===== config.mk =====
export PLATFORM = sky130hd
export DESIGN_NAME = latching_relay_sequencer_core
export DESIGN_NICKNAME = d
export VERILOG_FILES = /design/src/lrs_pkg.sv /design/src/lrs_queue.sv /design/src/latching_relay_sequencer_core.sv
export SDC_FILE = /design/constraint.sdc
export NUM_CORES = 1
export LEC_CHECK = 0
export BUFFER_PORTS_ARGS = -buffer_cell sky130_fd_sc_hd__buf_2
export CAP_MARGIN = 20
export CORE_MARGIN = 2
export CORE_UTILIZATION = 40
export CTS_BUF_LIST = sky130_fd_sc_hd__clkbuf_4
export CTS_CLUSTER_DIAMETER = 30
export DETAILED_ROUTE_END_ITERATION = 12
export SETUP_SLACK_MARGIN = 0.05
export SLEW_MARGIN = 20
export SYNTH_ARGS = -nofsm -noshare
export SYNTH_HDL_FRONTEND = slang
export SYNTH_HIERARCHICAL = 1
export SYNTH_SLANG_ARGS = --single-unit
export TNS_END_PERCENT = 10

===== constraint.sdc =====
create_clock -name clk -period 10.3 [get_ports clk]
set_input_delay 0.515 -clock clk [delete_from_list [all_inputs] [get_ports clk]]
set_output_delay 0.515 -clock clk [all_outputs]
set_load 0.01 [all_outputs]

===== src/lrs_pkg.sv =====
// Shared constants, codes and word types for the latching relay sequencer.
package lrs_pkg;

    // Sizing
    localparam int CHANNELS    = 6;
    localparam int QUEUE_DEPTH = 10;
    localparam int CH_W        = (CHANNELS > 1) ? $clog2(CHANNELS) : 1;
    localparam int PTR_W       = (QUEUE_DEPTH > 1) ? $clog2(QUEUE_DEPTH) : 1;
    localparam int CNT_W       = $clog2(QUEUE_DEPTH + 1);
    localparam int PFX_W       = $clog2(CHANNELS + 1);
    localparam int SUM_W       = $clog2(2 * QUEUE_DEPTH + CHANNELS + 1);

    // Operation codes
    localparam logic OP_MSG  = 1'b0;
    localparam logic OP_TICK = 1'b1;

    // Channel state codes
    localparam logic [1:0] ST_OFF     = 2'd0;
    localparam logic [1:0] ST_ON      = 2'd1;
    localparam logic [1:0] ST_UNAVAIL = 2'd3;

    // LED byte constants
    localparam logic [7:0] LED_POWER  = 8'd64;
    localparam logic [7:0] LED_REPORT = 8'd128;
    localparam logic [7:0] LED_ERROR  = 8'd63;

    // Reset value of the instance register
    localparam logic [7:0] INSTANCE_RESET = 8'd255;

    typedef struct packed {
        logic        op;
        logic [7:0]  msg_instance;
        logic [11:0] requested_states;
    } in_word_t;

    typedef struct packed {
        logic [5:0]  relay_enable;
        logic        coil_set;
        logic [11:0] channel_states;
        logic [7:0]  led_pattern;
        logic        queue_dropped;
        logic        status_report;
        logic [3:0]  queue_level;
    } out_word_t;

    // One pending coil operation
    typedef struct packed {
        logic [CH_W-1:0] chan;
        logic            pol;
    } entry_t;

    // Requests from the core to the queue
    typedef struct packed {
        logic [CHANNELS-1:0] push;
        logic [CHANNELS-1:0] pol;
        logic                pop;
    } q_req_t;

    // Status from the queue to the core
    typedef struct packed {
        entry_t           head_entry;
        logic             pop_ok;
        logic [CNT_W-1:0] count_next;
        logic             any_push;
        logic             any_drop;
        logic             last_drop;
    } q_stat_t;

endpackage


===== src/lrs_queue.sv =====
// Operation queue: several pushes per message word, one pop per tick.
module lrs_queue (
    input  logic            clk,
    input  logic            rst_n,
    input  lrs_pkg::q_req_t req,
    output lrs_pkg::q_stat_t stat
);

    logic [lrs_pkg::PTR_W-1:0] head_reg;
    logic [lrs_pkg::PTR_W-1:0] head_next;
    logic [lrs_pkg::CNT_W-1:0] count_reg;
    logic [lrs_pkg::CNT_W-1:0] count_next;
    lrs_pkg::entry_t           mem_reg [lrs_pkg::QUEUE_DEPTH];

    logic [lrs_pkg::PFX_W-1:0] pfx;
    logic [lrs_pkg::SUM_W-1:0] fill;
    logic [lrs_pkg::SUM_W-1:0] slot;
    logic [lrs_pkg::CNT_W-1:0] n_acc;
    logic [lrs_pkg::CHANNELS-1:0] acc;
    logic [lrs_pkg::PTR_W-1:0] addr [lrs_pkg::CHANNELS];
    logic                      any_drop;
    logic                      last_drop;
    logic                      pop_ok;

    // Place each requested entry at tail plus the number of earlier requests
    always_comb
    begin
        pfx       = '0;
        n_acc     = '0;
        acc       = '0;
        any_drop  = 1'b0;
        last_drop = 1'b0;
        fill      = '0;
        slot      = '0;
        for (int c = 0; c < lrs_pkg::CHANNELS; c++)
        begin
            fill = lrs_pkg::SUM_W'(count_reg) + lrs_pkg::SUM_W'(pfx);
            slot = fill + lrs_pkg::SUM_W'(head_reg);
            if (slot >= lrs_pkg::SUM_W'(lrs_pkg::QUEUE_DEPTH))
            begin
                slot = slot - lrs_pkg::SUM_W'(lrs_pkg::QUEUE_DEPTH);
            end
            addr[c] = slot[lrs_pkg::PTR_W-1:0];
            if (req.push[c])
            begin
                if (fill < lrs_pkg::SUM_W'(lrs_pkg::QUEUE_DEPTH))
                begin
                    acc[c]    = 1'b1;
                    n_acc     = n_acc + lrs_pkg::CNT_W'(1);
                    last_drop = 1'b0;
                end
                else
                begin
                    any_drop  = 1'b1;
                    last_drop = 1'b1;
                end
                pfx = pfx + lrs_pkg::PFX_W'(1);
            end
        end
    end

    // Advance head and count
    always_comb
    begin
        pop_ok     = req.pop && (count_reg != '0);
        head_next  = head_reg;
        count_next = count_reg + n_acc;
        if (pop_ok)
        begin
            count_next = count_reg - lrs_pkg::CNT_W'(1);
            if (head_reg == lrs_pkg::PTR_W'(lrs_pkg::QUEUE_DEPTH - 1))
            begin
                head_next = '0;
            end
            else
            begin
                head_next = head_reg + lrs_pkg::PTR_W'(1);
            end
        end
    end

    always_ff @(posedge clk or negedge rst_n)
    begin
        if (!rst_n)
        begin
            head_reg  <= '0;
            count_reg <= '0;
        end
        else
        begin
            head_reg  <= head_next;
            count_reg <= count_next;
        end
    end

    // Write accepted entries into their slots
    always_ff @(posedge clk)
    begin
        for (int i = 0; i < lrs_pkg::QUEUE_DEPTH; i++)
        begin
            for (int c = 0; c < lrs_pkg::CHANNELS; c++)
            begin
                if (acc[c] && (addr[c] == lrs_pkg::PTR_W'(i)))
                begin
                    mem_reg[i] <= '{chan: lrs_pkg::CH_W'(c), pol: req.pol[c]};
                end
            end
        end
    end

    // Report to the core
    always_comb
    begin
        stat.head_entry = mem_reg[head_reg];
        stat.pop_ok     = pop_ok;
        stat.count_next = count_next;
        stat.any_push   = |req.push;
        stat.any_drop   = any_drop;
        stat.last_drop  = last_drop;
    end

endmodule


===== src/latching_relay_sequencer_core.sv =====
// Top level: input register, channel evaluation, held relay state and result register.
// The input register captures the accepted word, and the result register then takes the result
// word, with done raised alongside it.
// Throughput: one word per cycle; busy stays low, and the queue and relay state update on every word.
// The receiver cannot stall; each result is shown for exactly one cycle under done.
// Reset (rst_n low, asynchronous): queue empty, all channels unavailable, enables and
// polarity clear, LED override off, instance register 255.
module latching_relay_sequencer_core (
    input  logic               clk,
    input  logic               rst_n,
    input  logic               start,
    output logic               busy,
    input  lrs_pkg::in_word_t  in_word,
    output logic               done,
    output lrs_pkg::out_word_t result,
    input  logic               cfg_we,
    input  logic [7:0]         cfg_wdata
);

    logic                         in_vld_reg;
    lrs_pkg::in_word_t            in_reg;
    logic [7:0]                   instance_reg;
    logic [lrs_pkg::CHANNELS-1:0] enables_reg;
    logic [lrs_pkg::CHANNELS-1:0] enables_next;
    logic                         pol_reg;
    logic                         pol_next;
    logic [11:0]                  states_reg;
    logic [11:0]                  states_next;
    logic                         override_reg;
    logic                         override_next;
    logic                         done_reg;
    lrs_pkg::out_word_t           result_reg;
    lrs_pkg::out_word_t           result_next;

    lrs_pkg::q_req_t              q_req;
    lrs_pkg::q_stat_t             q_stat;
    logic                         msg_go;
    logic [1:0]                   r;
    logic [lrs_pkg::CHANNELS-1:0] on_bits;
    logic [7:0]                   led;

    assign busy = 1'b0;

    // Capture the incoming word
    always_ff @(posedge clk or negedge rst_n)
    begin
        if (!rst_n)
        begin
            in_vld_reg <= 1'b0;
        end
        else
        begin
            in_vld_reg <= start && !busy;
        end
    end

    always_ff @(posedge clk)
    begin
        if (start && !busy)
        begin
            in_reg <= in_word;
        end
    end

    // Hold the instance register
    always_ff @(posedge clk or negedge rst_n)
    begin
        if (!rst_n)
        begin
            instance_reg <= lrs_pkg::INSTANCE_RESET;
        end
        else if (cfg_we)
        begin
            instance_reg <= cfg_wdata;
        end
    end

    // Decide which channels ask for a change
    always_comb
    begin
        msg_go = in_vld_reg && (in_reg.op == lrs_pkg::OP_MSG)
                 && (in_reg.msg_instance == instance_reg);
        q_req  = '0;
        r      = '0;
        for (int c = 0; c < lrs_pkg::CHANNELS; c++)
        begin
            r = in_reg.requested_states[2*c +: 2];
            q_req.push[c] = msg_go && (r == lrs_pkg::ST_OFF || r == lrs_pkg::ST_ON)
                            && (r != states_reg[2*c +: 2]);
            q_req.pol[c]  = r[0];
        end
        q_req.pop = in_vld_reg && (in_reg.op == lrs_pkg::OP_TICK);
    end

    lrs_queue u_queue (
        .clk   (clk),
        .rst_n (rst_n),
        .req   (q_req),
        .stat  (q_stat)
    );

    // Run the popped coil operation and build the result word
    always_comb
    begin
        enables_next  = enables_reg;
        pol_next      = pol_reg;
        states_next   = states_reg;
        override_next = override_reg;
        if (q_req.pop)
        begin
            enables_next = '0;
        end
        if (q_stat.pop_ok)
        begin
            pol_next = q_stat.head_entry.pol;
            for (int c = 0; c < lrs_pkg::CHANNELS; c++)
            begin
                if (q_stat.head_entry.chan == lrs_pkg::CH_W'(c))
                begin
                    enables_next[c]      = 1'b1;
                    states_next[2*c +: 2] = {1'b0, q_stat.head_entry.pol};
                end
            end
        end
        if (q_stat.any_push)
        begin
            override_next = q_stat.last_drop;
        end
        for (int c = 0; c < lrs_pkg::CHANNELS; c++)
        begin
            on_bits[c] = (states_next[2*c +: 2] == lrs_pkg::ST_ON);
        end
        if (override_next)
        begin
            led = lrs_pkg::LED_ERROR;
        end
        else
        begin
            led = 8'(on_bits) | lrs_pkg::LED_POWER
                  | (q_stat.pop_ok ? lrs_pkg::LED_REPORT : 8'd0);
        end
        result_next.relay_enable   = 6'(enables_next);
        result_next.coil_set       = pol_next;
        result_next.channel_states = states_next;
        result_next.led_pattern    = led;
        result_next.queue_dropped  = q_stat.any_drop;
        result_next.status_report  = q_stat.pop_ok;
        result_next.queue_level    = 4'(q_stat.count_next);
    end

    // Hold relay state
    always_ff @(posedge clk or negedge rst_n)
    begin
        if (!rst_n)
        begin
            enables_reg  <= '0;
            pol_reg      <= 1'b0;
            states_reg   <= {lrs_pkg::CHANNELS{lrs_pkg::ST_UNAVAIL}};
            override_reg <= 1'b0;
            done_reg     <= 1'b0;
        end
        else
        begin
            enables_reg  <= enables_next;
            pol_reg      <= pol_next;
            states_reg   <= states_next;
            override_reg <= override_next;
            done_reg     <= in_vld_reg;
        end
    end

    always_ff @(posedge clk)
    begin
        if (in_vld_reg)
        begin
            result_reg <= result_next;
        end
    end

    assign done   = done_reg;
    assign result = result_reg;

    // Checks
    a_one_coil: assert property (@(posedge clk) disable iff (!rst_n)
        done |-> $onehot0(result.relay_enable))
        else $error("more than one coil enabled");

    a_level: assert property (@(posedge clk) disable iff (!rst_n)
        done |-> (result.queue_level <= 4'(lrs_pkg::QUEUE_DEPTH)))
        else $error("queue level above depth");

    a_latency: assert property (@(posedge clk) disable iff (!rst_n)
        (start && !busy) |-> ##2 done)
        else $error("result word missing two cycles after accept");

    a_drop_led: assert property (@(posedge clk) disable iff (!rst_n)
        (done && result.queue_dropped) |-> (result.led_pattern == lrs_pkg::LED_ERROR))
        else $error("dropped entry without error pattern");

    a_report_led: assert property (@(posedge clk) disable iff (!rst_n)
        (done && result.status_report)
            |-> (result.led_pattern[7] || result.led_pattern == lrs_pkg::LED_ERROR))
        else $error("report without report LED");

endmodule


==> impl_metrics.py, run 1 <==
metrics = {
    "placed_design": {
        "dpl_worst_slack_ps": 2740,
        "port_buffers": 66,
        "gp_congestion": 0.941,
        "hpwl_um": 19200,
        "place_inst": 1307,
    },
    "power": {
        "ir_worst_vdd_uv": 200,
        "swShare": 0.525,
        "clock_power_share": 0.106,
        "power.internal_w": 0.00167,
        "combPwrFrac": 0.672,
        "pwr-share-seq": 0.222,
        "netSwitchingPower_w": 0.00184,
        "cellPowerDensity_nw_per_um2": 334,
        "p_leak_nw": 4.53,
    },
    "grt": {
        "grt_pass1_vias": 7144,
        "grt_overflow": 0,
        "grt_antenna_before_repair": 1,
        "grt_usage": 0.205,
        "grt_first_pass_wirelength_um": 38800,
        "grt_max_degree": 39,
    },
    "logic_synthesis": {
        "synthFlopType": "edfxtp_1",
        "synthMuxAreaShare": 0.0601,
        "netlist_area_sq_um": 9540,
        "yosysTopAreaCell": "edfxtp_1",
        "syn_nets": 1038,
        "ys_seq_area_frac": 0.398,
        "ys_top_cells_by_area": "edfxtp_1, ha_1, dfstp_2",
        "postSynth.asyncResetShare": 0.288,
        "yosysUniqueCellTypes": 91,
        "synth_most_common_cell": "edfxtp_1",
        "synth_top_area_share": 0.296,
        "synth_xor_area_frac": 0.0730,
        "syn_inst": 938,
        "synth_area_per_cell_sq_um": 10.2,
        "synth_fa_ha_area_frac": 0.0968,
        "synth_edf_count": 94,
        "synth_simple_gate_area_share": 0.170,
        "synth_top_family_by_area": "simple AND/OR/NAND/NOR gates",
        "ys_seq_elements": 132,
        "synth_compound_area_frac": 0.163,
        "synth_commonest_cells": "edfxtp_1, nand2_1, nor2_1",
        "synth_warnings": 6,
    },
    "floorplan": {
        "ios": 68,
        "die_area_sq_um": 25100,
        "die-width_um": 158,
        "die_height_um": 158,
        "start_util": 0.407,
        "rows": 56,
        "core_sq_um": 23400,
    },
    "clock_tree": {
        "postCtsSetupRepairBufs": 0,
        "root_buffer": "clkbuf_4",
        "cts.clk_slew.worst_paths_ps": 140,
        "cts_buffers": 17,
        "clockBufferDepth": 2,
        "clock-sinks": 132,
        "ctsResizeCount": 0,
        "clock_latency_ps": 540,
        "cts_hold_buffers": 0,
        "cts_tree": "done",
        "cts.htree.levels": 4,
    },
    "routing": {
        "wl_per_cell_um": 18.7,
        "ant_nets": 0,
        "vias": 7340,
        "drt-pass1-iter-count": 5,
        "drc": 0,
        "routed_wl_um": 25000,
        "viasPerCell": 5.48,
        "detail_route.iter0.violations": 652,
    },
    "final_layout": {
        "largest_register_ffs": 40,
        "multi_input_area_sq_um": 5380,
        "layout.nets": 1107,
        "synthToLayoutAreaGrowth_pct": 10.3,
        "seq_area_sq_um": 3800,
        "drive_gt1_frac": 0.193,
        "final_cells": 1340,
        "fillers": 2309,
    },
    "setup_path": {
        "r2r-start": "in_vld_reg$_DFF_PN0_",
        "start_kind": "flop",
        "r2r_end": "result[3]$_DFFE_PP_",
        "end_kind": "flop",
        "cp_max_fo": 36,
        "worstRegToRegCells": 28,
        "worstPathRequired_ps": 10610,
        "critical_path.slowest_cell": "nor4_1",
        "path_class": "reg -> reg",
        "cpPeakStageDelay_ps": 870,
        "arrival_ps": 7850,
        "r2r_slack_ps": 2760,
    },
    "timing": {
        "max_slew_margin": 0.322,
        "fin_ws_ps": 2760,
        "worst_slew_pin_slew_ps": 1010,
        "setup_viol": 0,
        "fmax_mhz": 133,
        "final.setup_skew_ps": 23.8,
        "slew_violations": 0,
        "fin_crit_ps": 7540,
        "finalCritPeriodShare": 0.733,
        "hold_violations": 0,
        "rsz0062_at_grt": "no",
        "setup_tns_ps": 0,
    },
    "run_status": {
        "status": "finished, final reports clean",
    },
    "job": {
        "max-cap-violations": 0,
    },
    "worst_hold_path": {
        "min_path_type": "in -> async",
    },
}
-- power groups by stage --
stage	clock, W	sequential [W]	combinational [W]
2_1_floorplan	0	0.000765	0.00175
3_3_place_gp	0	0.000792	0.00230
4_1_cts	0.000384	0.000781	0.00233
6_report	0.000372	0.000780	0.00236
3_5_place_dp	0	0.000792	0.00231
5_1_grt	0.000404	0.000794	0.00261
-- worst max-delay path: cells and delay by family, from the launching register on --
kind            cells  cell delay, ps
simple gates        7            1960
fa+ha+maj           5            1760
compound gates      8            1650
xor+xnor            6            1020
buf+inv             2             560
flops               1             350
-- cells in the final DEF, fill, tap and decap left out, types with 5 or more instances in the layout --
| cell type | instances |
|---|---|
| a211oi_1 | 11 |
| a21o_1 | 27 |
| a21oi_1 | 55 |
| a22oi_1 | 5 |
| a31oi_1 | 6 |
| and2_1 | 9 |
| and3_1 | 12 |
| buf_2 | 66 |
| buf_4 | 9 |
| clkbuf_4 | 17 |
| dfrtp_1 | 18 |
| dfstp_2 | 20 |
| edfxtp_1 | 94 |
| fa_1 | 10 |
| ha_1 | 57 |
| inv_1 | 60 |
| mux2_2 | 15 |
| mux2i_1 | 19 |
| mux4_2 | 8 |
| nand2_1 | 79 |
| nand2b_1 | 13 |
| nand3_1 | 35 |
| nor2_1 | 66 |
| nor2b_1 | 27 |
| nor3_1 | 19 |
| nor4_1 | 7 |
| o211ai_1 | 8 |
| o21ai_0 | 32 |
| o21ai_1 | 5 |
| o21bai_1 | 7 |
| o22ai_1 | 10 |
| o31ai_1 | 6 |
| or2_2 | 9 |
| or3_1 | 6 |
| xnor2_1 | 38 |
| xor2_1 | 28 |
-- stage by stage --
step,area (sq um),utilization,hold WS [ps],power (W)
floorplan,9540,-,219,0.00252
global placement,10200,0.436,460,0.00309
detailed placement,10200,0.436,460,0.00311
CTS,10500,0.449,30.1,0.00350
global route,10500,0.449,69.6,0.00381
finish,10500,0.449,74.2,0.00351
-- logic make-up after synthesis --
kind of cell / count (synthesis)
AND/OR/NAND/NOR: 313
flip-flops: 132
buffers and inverters: 87
XOR/XNOR: 72
other: 1
adder cells (fa/ha/maj): 68
multiplexers: 44
AO/OA/AOI/OAI: 221
-- layout make-up --
type | instances | share of cell area
multi-input combinational | 719 | 0.511
timing repair buffer | 75 | 0.0378
sequential | 132 | 0.361
inverter | 62 | 0.0221
clock inverter | 15 | 0.0174
clock buffer | 17 | 0.0121
tap | 319 | 0.0379
antenna | 1 | 0.000238
-- worst max-delay path by stage --
| stage | startpoint | end | cells past startpoint |
|---|---|---|---|
| after floorplan | in_vld_reg$_DFF_PN0_ | result[3]$_DFFE_PP_ | 28 |
| after global placement | in_vld_reg$_DFF_PN0_ | result[3]$_DFFE_PP_ | 28 |
| after detailed placement | in_vld_reg$_DFF_PN0_ | result[3]$_DFFE_PP_ | 28 |
| after CTS | in_vld_reg$_DFF_PN0_ | result[3]$_DFFE_PP_ | 28 |
| after global routing | in_vld_reg$_DFF_PN0_ | result[3]$_DFFE_PP_ | 28 |
| final | in_vld_reg$_DFF_PN0_ | result[3]$_DFFE_PP_ | 28 |
-- metal layers --
| layer | GRT usage | vias up | share of wire |
|---|---|---|---|
| li1 | - | 3565 | - |
| met1 | 0.280 | 3519 | 0.46 |
| met2 | 0.329 | 227 | 0.46 |
| met3 | 0.0414 | 29 | 0.058 |
| met4 | 0.0635 | 0 | 0.022 |
| met5 | 0 | - | 0 |
(Power assumes the default switching activity.)
==> run 2: changes to the inputs <==
ABC_AREA = 1   (was not set)
clock period = 6.85 ns   (was 10.3 ns; I/O delays follow)
==> run 2 against run 1 <==
Net effect:
- register-to-register slack worse by 2300 ps
- power up 46%
- critical path type unchanged
- non-clock buffer count increased by 29
- routed wire length about the same
- hold slack lost 22 ps
- clock skew increased by 1.1 ps
- largest cell class unchanged
==> impl_metrics.py, run 2 <==
metrics = {
    "floorplan": {
        "die-width_um": 156,
        "rows": 55,
        "die_area_sq_um": 24400,
        "die_height_um": 156,
        "start_util": 0.408,
        "ios": 68,
        "core_sq_um": 22700,
    },
    "final_layout": {
        "layout.nets": 1341,
        "largest_register_ffs": 40,
        "postLayoutCellArea_sq_um": 10600,
        "mostFrequentLayoutCells": "nand2_1, inv_1, nor2_1",
        "synthToLayoutAreaGrowth_pct": 14.5,
        "final_common_cell": "nand2_1",
        "drive_gt1_frac": 0.173,
        "final_cells": 1539,
        "fin_util": 0.467,
        "antenna_cells": 0,
    },
    "timing": {
        "final.setup_skew_ps": 24.9,
        "fin_crit_ps": 6350,
        "worst_slew_pin_slew_ps": 966,
        "hold_violations": 0,
        "rsz0062_at_grt": "yes",
        "fmax_mhz": 157,
        "max_slew_margin": 0.356,
        "slew_violations": 0,
        "finalCritPeriodShare": 0.928,
        "setup_tns_ps": 0,
        "setup_viol": 0,
    },
    "grt": {
        "grt_antenna_before_repair": 0,
        "grt_max_degree": 39,
        "grt_overflow": 0,
        "grt_usage": 0.210,
        "grt_first_pass_wirelength_um": 39500,
        "grt_pass1_vias": 7542,
    },
    "setup_path": {
        "path_class": "reg -> reg",
        "critical_path.slowest_cell": "fa_1",
        "crit_buf_inv": 9,
        "arrival_ps": 6600,
        "worstPathRequired_ps": 7090,
        "end_kind": "flop",
        "cp_max_fo": 6,
        "crit_family": "adder cells",
        "crit_top_cell": "inv_1",
        "start_kind": "flop",
        "r2r-start": "instance_reg[1]$_DFFE_PN1P_",
        "cpPeakStageDelay_ps": 660,
        "crit_start": "instance_reg[1]$_DFFE_PN1P_",
    },
    "clock_tree": {
        "root_buffer": "clkbuf_4",
        "cts.htree.levels": 4,
        "postCtsSetupRepairBufs": 0,
        "cts.clk_slew.worst_paths_ps": 130,
        "clock-sinks": 132,
        "cts_buffers": 17,
        "clock_latency_ps": 540,
        "clockBufferDepth": 2,
        "cts_tree": "done",
    },
    "power": {
        "power_w": 0.00512,
        "ir_worst_vdd_uv": 308,
        "p_leak_nw": 4.89,
        "cellPowerDensity_nw_per_um2": 482,
    },
    "routing": {
        "ant_nets": 0,
        "routed_wl_um": 25000,
        "wl_met3_um": 1320,
        "top_layer_used": "met4",
        "detail_route.iter0.violations": 657,
        "wl_met1_um": 11700,
        "wl_per_cell_um": 16.2,
        "drc": 0,
        "route.met2.wl_um": 11500,
        "vias": 7886,
        "drt-pass1-iter-count": 5,
        "viasPerCell": 5.12,
    },
    "run_status": {
        "status": "finished, final reports clean",
    },
    "job": {
        "max-cap-violations": 0,
    },
    "worst_hold_path": {
        "hp-start": "cfg_wdata[4]",
        "min_path_type": "in -> reg",
    },
    "logic_synthesis": {
        "postSynth.asyncResetShare": 0.288,
        "synth_most_common_cell": "nand2_1",
        "synthFlopType": "edfxtp_1",
        "synth_edf_count": 94,
        "syn_nets": 1234,
        "ys_seq_area_frac": 0.410,
        "ys_top_cells_by_area": "edfxtp_1, nand2_1, ha_1",
        "ys_seq_elements": 132,
        "syn_inst": 1134,
        "synth_warnings": 6,
        "yosysTopAreaCell": "edfxtp_1",
        "synth_top_area_share": 0.305,
        "netlist_area_sq_um": 9270,
        "synth_commonest_cells": "nand2_1, inv_1, nor2_1",
        "yosysUniqueCellTypes": 52,
        "synth_area_per_cell_sq_um": 8.17,
    },
    "placed_design": {
        "gp_congestion": 0.962,
        "port_buffers": 66,
        "postPlaceCellArea_sq_um": 9930,
        "hpwl_um": 19300,
        "place_inst": 1478,
    },
}
-- run 2: tightest hold or removal path, delay by kind of cell --
family                 cells  cell delay [ps]
buffers and inverters      1               80
AOI/OAI and AO/OA          1               70
and+or+nand+nor            1               50
-- run 2: area by class of cell --
type                            instances  area (sq um)
Fill cell                            2232         12100
Clock inverter                         14           168
Sequential cell                       132          3800
Inverter                              178           671
Clock buffer                           18           135
Multi-Input combinational cell        808          4800
Tap cell                              285           357
Timing Repair Buffer                  104           688
-- run 2: metal layers --
layer,up-vias,track usage
li1,3962,-
met1,3641,0.285
met2,250,0.344
met3,33,0.0402
met4,0,0.0625
met5,-,0
-- run 2: worst paths after layout --
kind	endpoint	slack, ps	cells past startpoint
worst max-delay path	u_queue/mem_reg[0][2]$_SDFFCE_PP0P_	500	32
worst max register to register	u_queue/mem_reg[0][2]$_SDFFCE_PP0P_	500	32
max in group asynchronous	u_queue/head_reg[3]$_DFFE_PN0P_	5840	2
worst min-delay path	instance_reg[4]$_DFFE_PN1P_	50	3
min in group asynchronous	done$_DFF_PN0_	450	2
worst min register to register	states_reg[5]$_DFF_PN1_	490	2
-- run 2: metrics by stage --
stage / setup slack (ps) / hold slack (ps)
floorplan: 305 / 46.9
global placement: 378 / 461
detailed placement: 209 / 464
CTS: 175 / 5.10
global route: -14.0 / 21.4
finish: 496 / 52.0
-- run 2: cells by family (layout without fill, tap and decap cells) --
family | Yosys count | after routing | synth area share
DFF | 132 | 132 | 0.410
xor gates and xnor gates | 41 | 41 | 0.0404
muxes | 4 | 4 | 0.00486
other | 1 | 1 | 0.000405
adders and majority gates | 67 | 67 | 0.0986
and+or+nand+nor | 528 | 528 | 0.255
buffers and inverters | 194 | 314 | 0.0822
AOI/OAI and AO/OA | 167 | 167 | 0.108
-- run 2: report_power, final --
group          internal, W  leakage, nW  switching (W)
registers          0.00102         1.35       0.000168
logic              0.00107         3.38        0.00231
clock network     0.000232        0.158       0.000319
total              0.00232         4.89        0.00279
-- run 2: repair_timing --
item / CTS / global route
endpoints found under the hold margin: 42 / 4
endpoints found under the setup margin: 0 / 78
gates resized for setup: 0 / 21
hold buffers: 25 / 4
==> run 3: changes to the inputs <==
SYNTH_HIERARCHICAL = not set   (was 1)
==> run 3 against run 2 <==
Net effect:
- register-to-register slack worse by 20 ps
- critical path type unchanged
- global-route usage down 0.33 points
- non-clock buffer count up 16
- clock-buffer cell count down 1
- die area up 0.25%
- highest routed layer unchanged
- synthesized area up 0.26%
- synthesized cell count unchanged
- clock skew up 3.0 ps
==> impl_metrics.py, run 3 <==
metrics = {
    "timing": {
        "final.setup_skew_ps": 28.0,
        "max_slew_margin": 0.400,
        "setup_viol": 0,
        "slew_violations": 0,
        "hold_violations": 0,
        "setup_tns_ps": 0,
        "worst_slew_pin_slew_ps": 900,
        "fmax_mhz": 157,
        "finalCritPeriodShare": 0.931,
        "rsz0062_at_grt": "yes",
        "fin_crit_ps": 6380,
    },
    "placed_design": {
        "gp_congestion": 0.970,
        "port_buffers": 66,
        "hpwl_um": 19200,
    },
    "floorplan": {
        "ios": 68,
        "core_sq_um": 22700,
        "die-width_um": 156,
        "start_util": 0.409,
        "rows": 55,
        "die_height_um": 156,
        "die_area_sq_um": 24500,
    },
    "clock_tree": {
        "clock-sinks": 132,
        "clockBufferDepth": 2,
        "cts.clk_slew.worst_paths_ps": 150,
        "clock_latency_ps": 560,
        "cts_buffers": 17,
        "cts_tree": "done",
        "cts.htree.levels": 4,
        "root_buffer": "clkbuf_4",
    },
    "grt": {
        "grt_pass1_vias": 7481,
        "grt_first_pass_wirelength_um": 38700,
        "grt_antenna_before_repair": 0,
        "grt_usage": 0.207,
        "grt_max_degree": 39,
        "grt_overflow": 0,
    },
    "logic_synthesis": {
        "yosysUniqueCellTypes": 60,
        "synth_most_common_cell": "nand2_1",
        "ys_top_cells_by_area": "edfxtp_1, nand2_1, inv_1",
        "synth_top_area_share": 0.304,
        "synth_simple_gate_area_share": 0.236,
        "ys_seq_area_frac": 0.409,
        "synthFlopType": "edfxtp_1",
        "synth_top_family_by_area": "simple AND/OR/NAND/NOR gates",
        "syn_nets": 1232,
        "synth_xor_area_frac": 0.0540,
        "synth_edf_count": 94,
        "synth_warnings": 0,
        "syn_inst": 1134,
        "netlist_area_sq_um": 9290,
        "synth_area_per_cell_sq_um": 8.19,
        "yosysTopAreaCell": "edfxtp_1",
        "ys_seq_elements": 132,
        "synth_fa_ha_area_frac": 0.0964,
        "synth_commonest_cells": "nand2_1, inv_1, nor2_1",
        "synthMuxAreaShare": 0.00364,
        "synth_compound_area_frac": 0.114,
        "postSynth.asyncResetShare": 0.288,
    },
    "power": {
        "cellPowerDensity_nw_per_um2": 512,
        "p_leak_nw": 5.05,
        "ir_worst_vdd_uv": 299,
    },
    "routing": {
        "drt-pass1-iter-count": 5,
        "viasPerCell": 5.01,
        "routed_wl_um": 24400,
        "detail_route.iter0.violations": 673,
        "wl_per_cell_um": 15.7,
        "ant_nets": 0,
        "drc": 0,
        "vias": 7808,
    },
    "job": {
        "max-cap-violations": 0,
    },
    "setup_path": {
        "crit_buf_inv": 8,
        "r2r_slack_ps": 470,
        "end_kind": "flop",
        "cp_max_fo": 5,
        "cpPeakStageDelay_ps": 630,
        "worstPathRequired_ps": 7120,
        "start_kind": "flop",
        "crit_family": "adder cells",
        "path_class": "reg -> reg",
        "crit_top_cell": "inv_1",
        "critical_path.slowest_cell": "fa_2",
        "arrival_ps": 6650,
    },
    "final_layout": {
        "final_common_cell": "nand2_1",
        "mostFrequentLayoutCells": "nand2_1, inv_1, nor2_1",
        "layout.nets": 1359,
        "fin_util": 0.475,
        "largest_register_ffs": 40,
        "drive_gt1_frac": 0.170,
        "synthToLayoutAreaGrowth_pct": 16.0,
        "antenna_cells": 0,
    },
    "worst_hold_path": {
        "min_path_type": "in -> reg",
    },
    "run_status": {
        "status": "finished, final reports clean",
    },
}
-- run 3: cell count changes after synthesis, moves of 6 or more --
cell,change
inv_2,-6
o21ai_1,-10
nand3_1,-21
nor3_1,-16
o21ai_0,+13
o21ai_2,-11
a21oi_1,+10
nor2_1,+17
inv_1,+23
-- run 3: repair_timing --
action                                 in CTS  in global routing
setup buffers                               0                 10
setup endpoints to repair                   0                 67
gates resized for setup                     0                 18
hold buffers                               30                  0
endpoints found under the hold margin      47                  0
-- run 3: area by class of cell --
class / count / area (sq um)
clock buffer: 17 / 128
clock inverter: 15 / 185
fill: 2212 / 11900
inverter: 197 / 742
multi-input combinational: 793 / 4760
sequential: 132 / 3800
tap: 285 / 357
timing repair buffer: 120 / 811
-- run 3: cell families (layout without fill, tap and decap cells) --
group	Yosys count	after routing
simple gates	493	493
buf+inv	209	349
compound gates	181	181
flops	132	132
fa+ha+maj	65	65
xor+xnor	50	50
mux	3	3
other cells	1	1
-- run 3: power by group --
group / leakage [nW] / total [W] / internal (W) / switching [W]
clock: 0.162 / 0.000555 / 0.000204 / 0.000350
combinational: 3.58 / 0.00379 / 0.00123 / 0.00256
sequential: 1.31 / 0.00118 / 0.00102 / 0.000157
-- run 3: metal layers --
metal  wire (um)  global-route usage  vias to the layer above
li1            -                   -                     3980
met1       10900               0.268                     3509
met2       11200               0.338                      261
met3        1450              0.0404                       58
met4         898              0.0900                        0
met5           0                   0                        -
-- run 3: path summary, 6_finish.rpt --
| kind | from | endpoint | cells after the start |
|---|---|---|---|
| max in group asynchronous | rst_n | in_vld_reg$_DFF_PN0_ | 2 |
| worst max-delay path | instance_reg[7]$_DFFE_PN1P_ | u_queue.mem_reg[3][3]$_SDFFCE_PP1P_ | 33 |
| min in group asynchronous | rst_n | enables_reg[2]$_DFF_PN0_ | 2 |
| worst min register to register | states_reg[3]$_DFF_PN1_ | states_reg[3]$_DFF_PN1_ | 2 |
| worst max register to register | instance_reg[7]$_DFFE_PN1P_ | u_queue.mem_reg[3][3]$_SDFFCE_PP1P_ | 33 |
| worst min-delay path | cfg_we | instance_reg[1]$_DFFE_PN1P_ | 3 |
-- run 3: worst min-delay path: stages --
cell	delay, ps
buf_2	180
nand2_1	80
o21ai_0	70
-- run 3: per-stage QoR --
stage	power, W	setup slack [ps]	instance area (sq um)	std cells	hold WS [ps]
3_3_place_gp	0.00474	406	10000	1487	459
4_1_cts	0.00537	206	10600	1549	44.8
6_report	0.00552	474	10800	1559	102
5_1_grt	0.00607	27.5	10800	1559	95.3
2_1_floorplan	0.00394	347	9290	1134	46.9
3_5_place_dp	0.00478	233	10000	1487	469
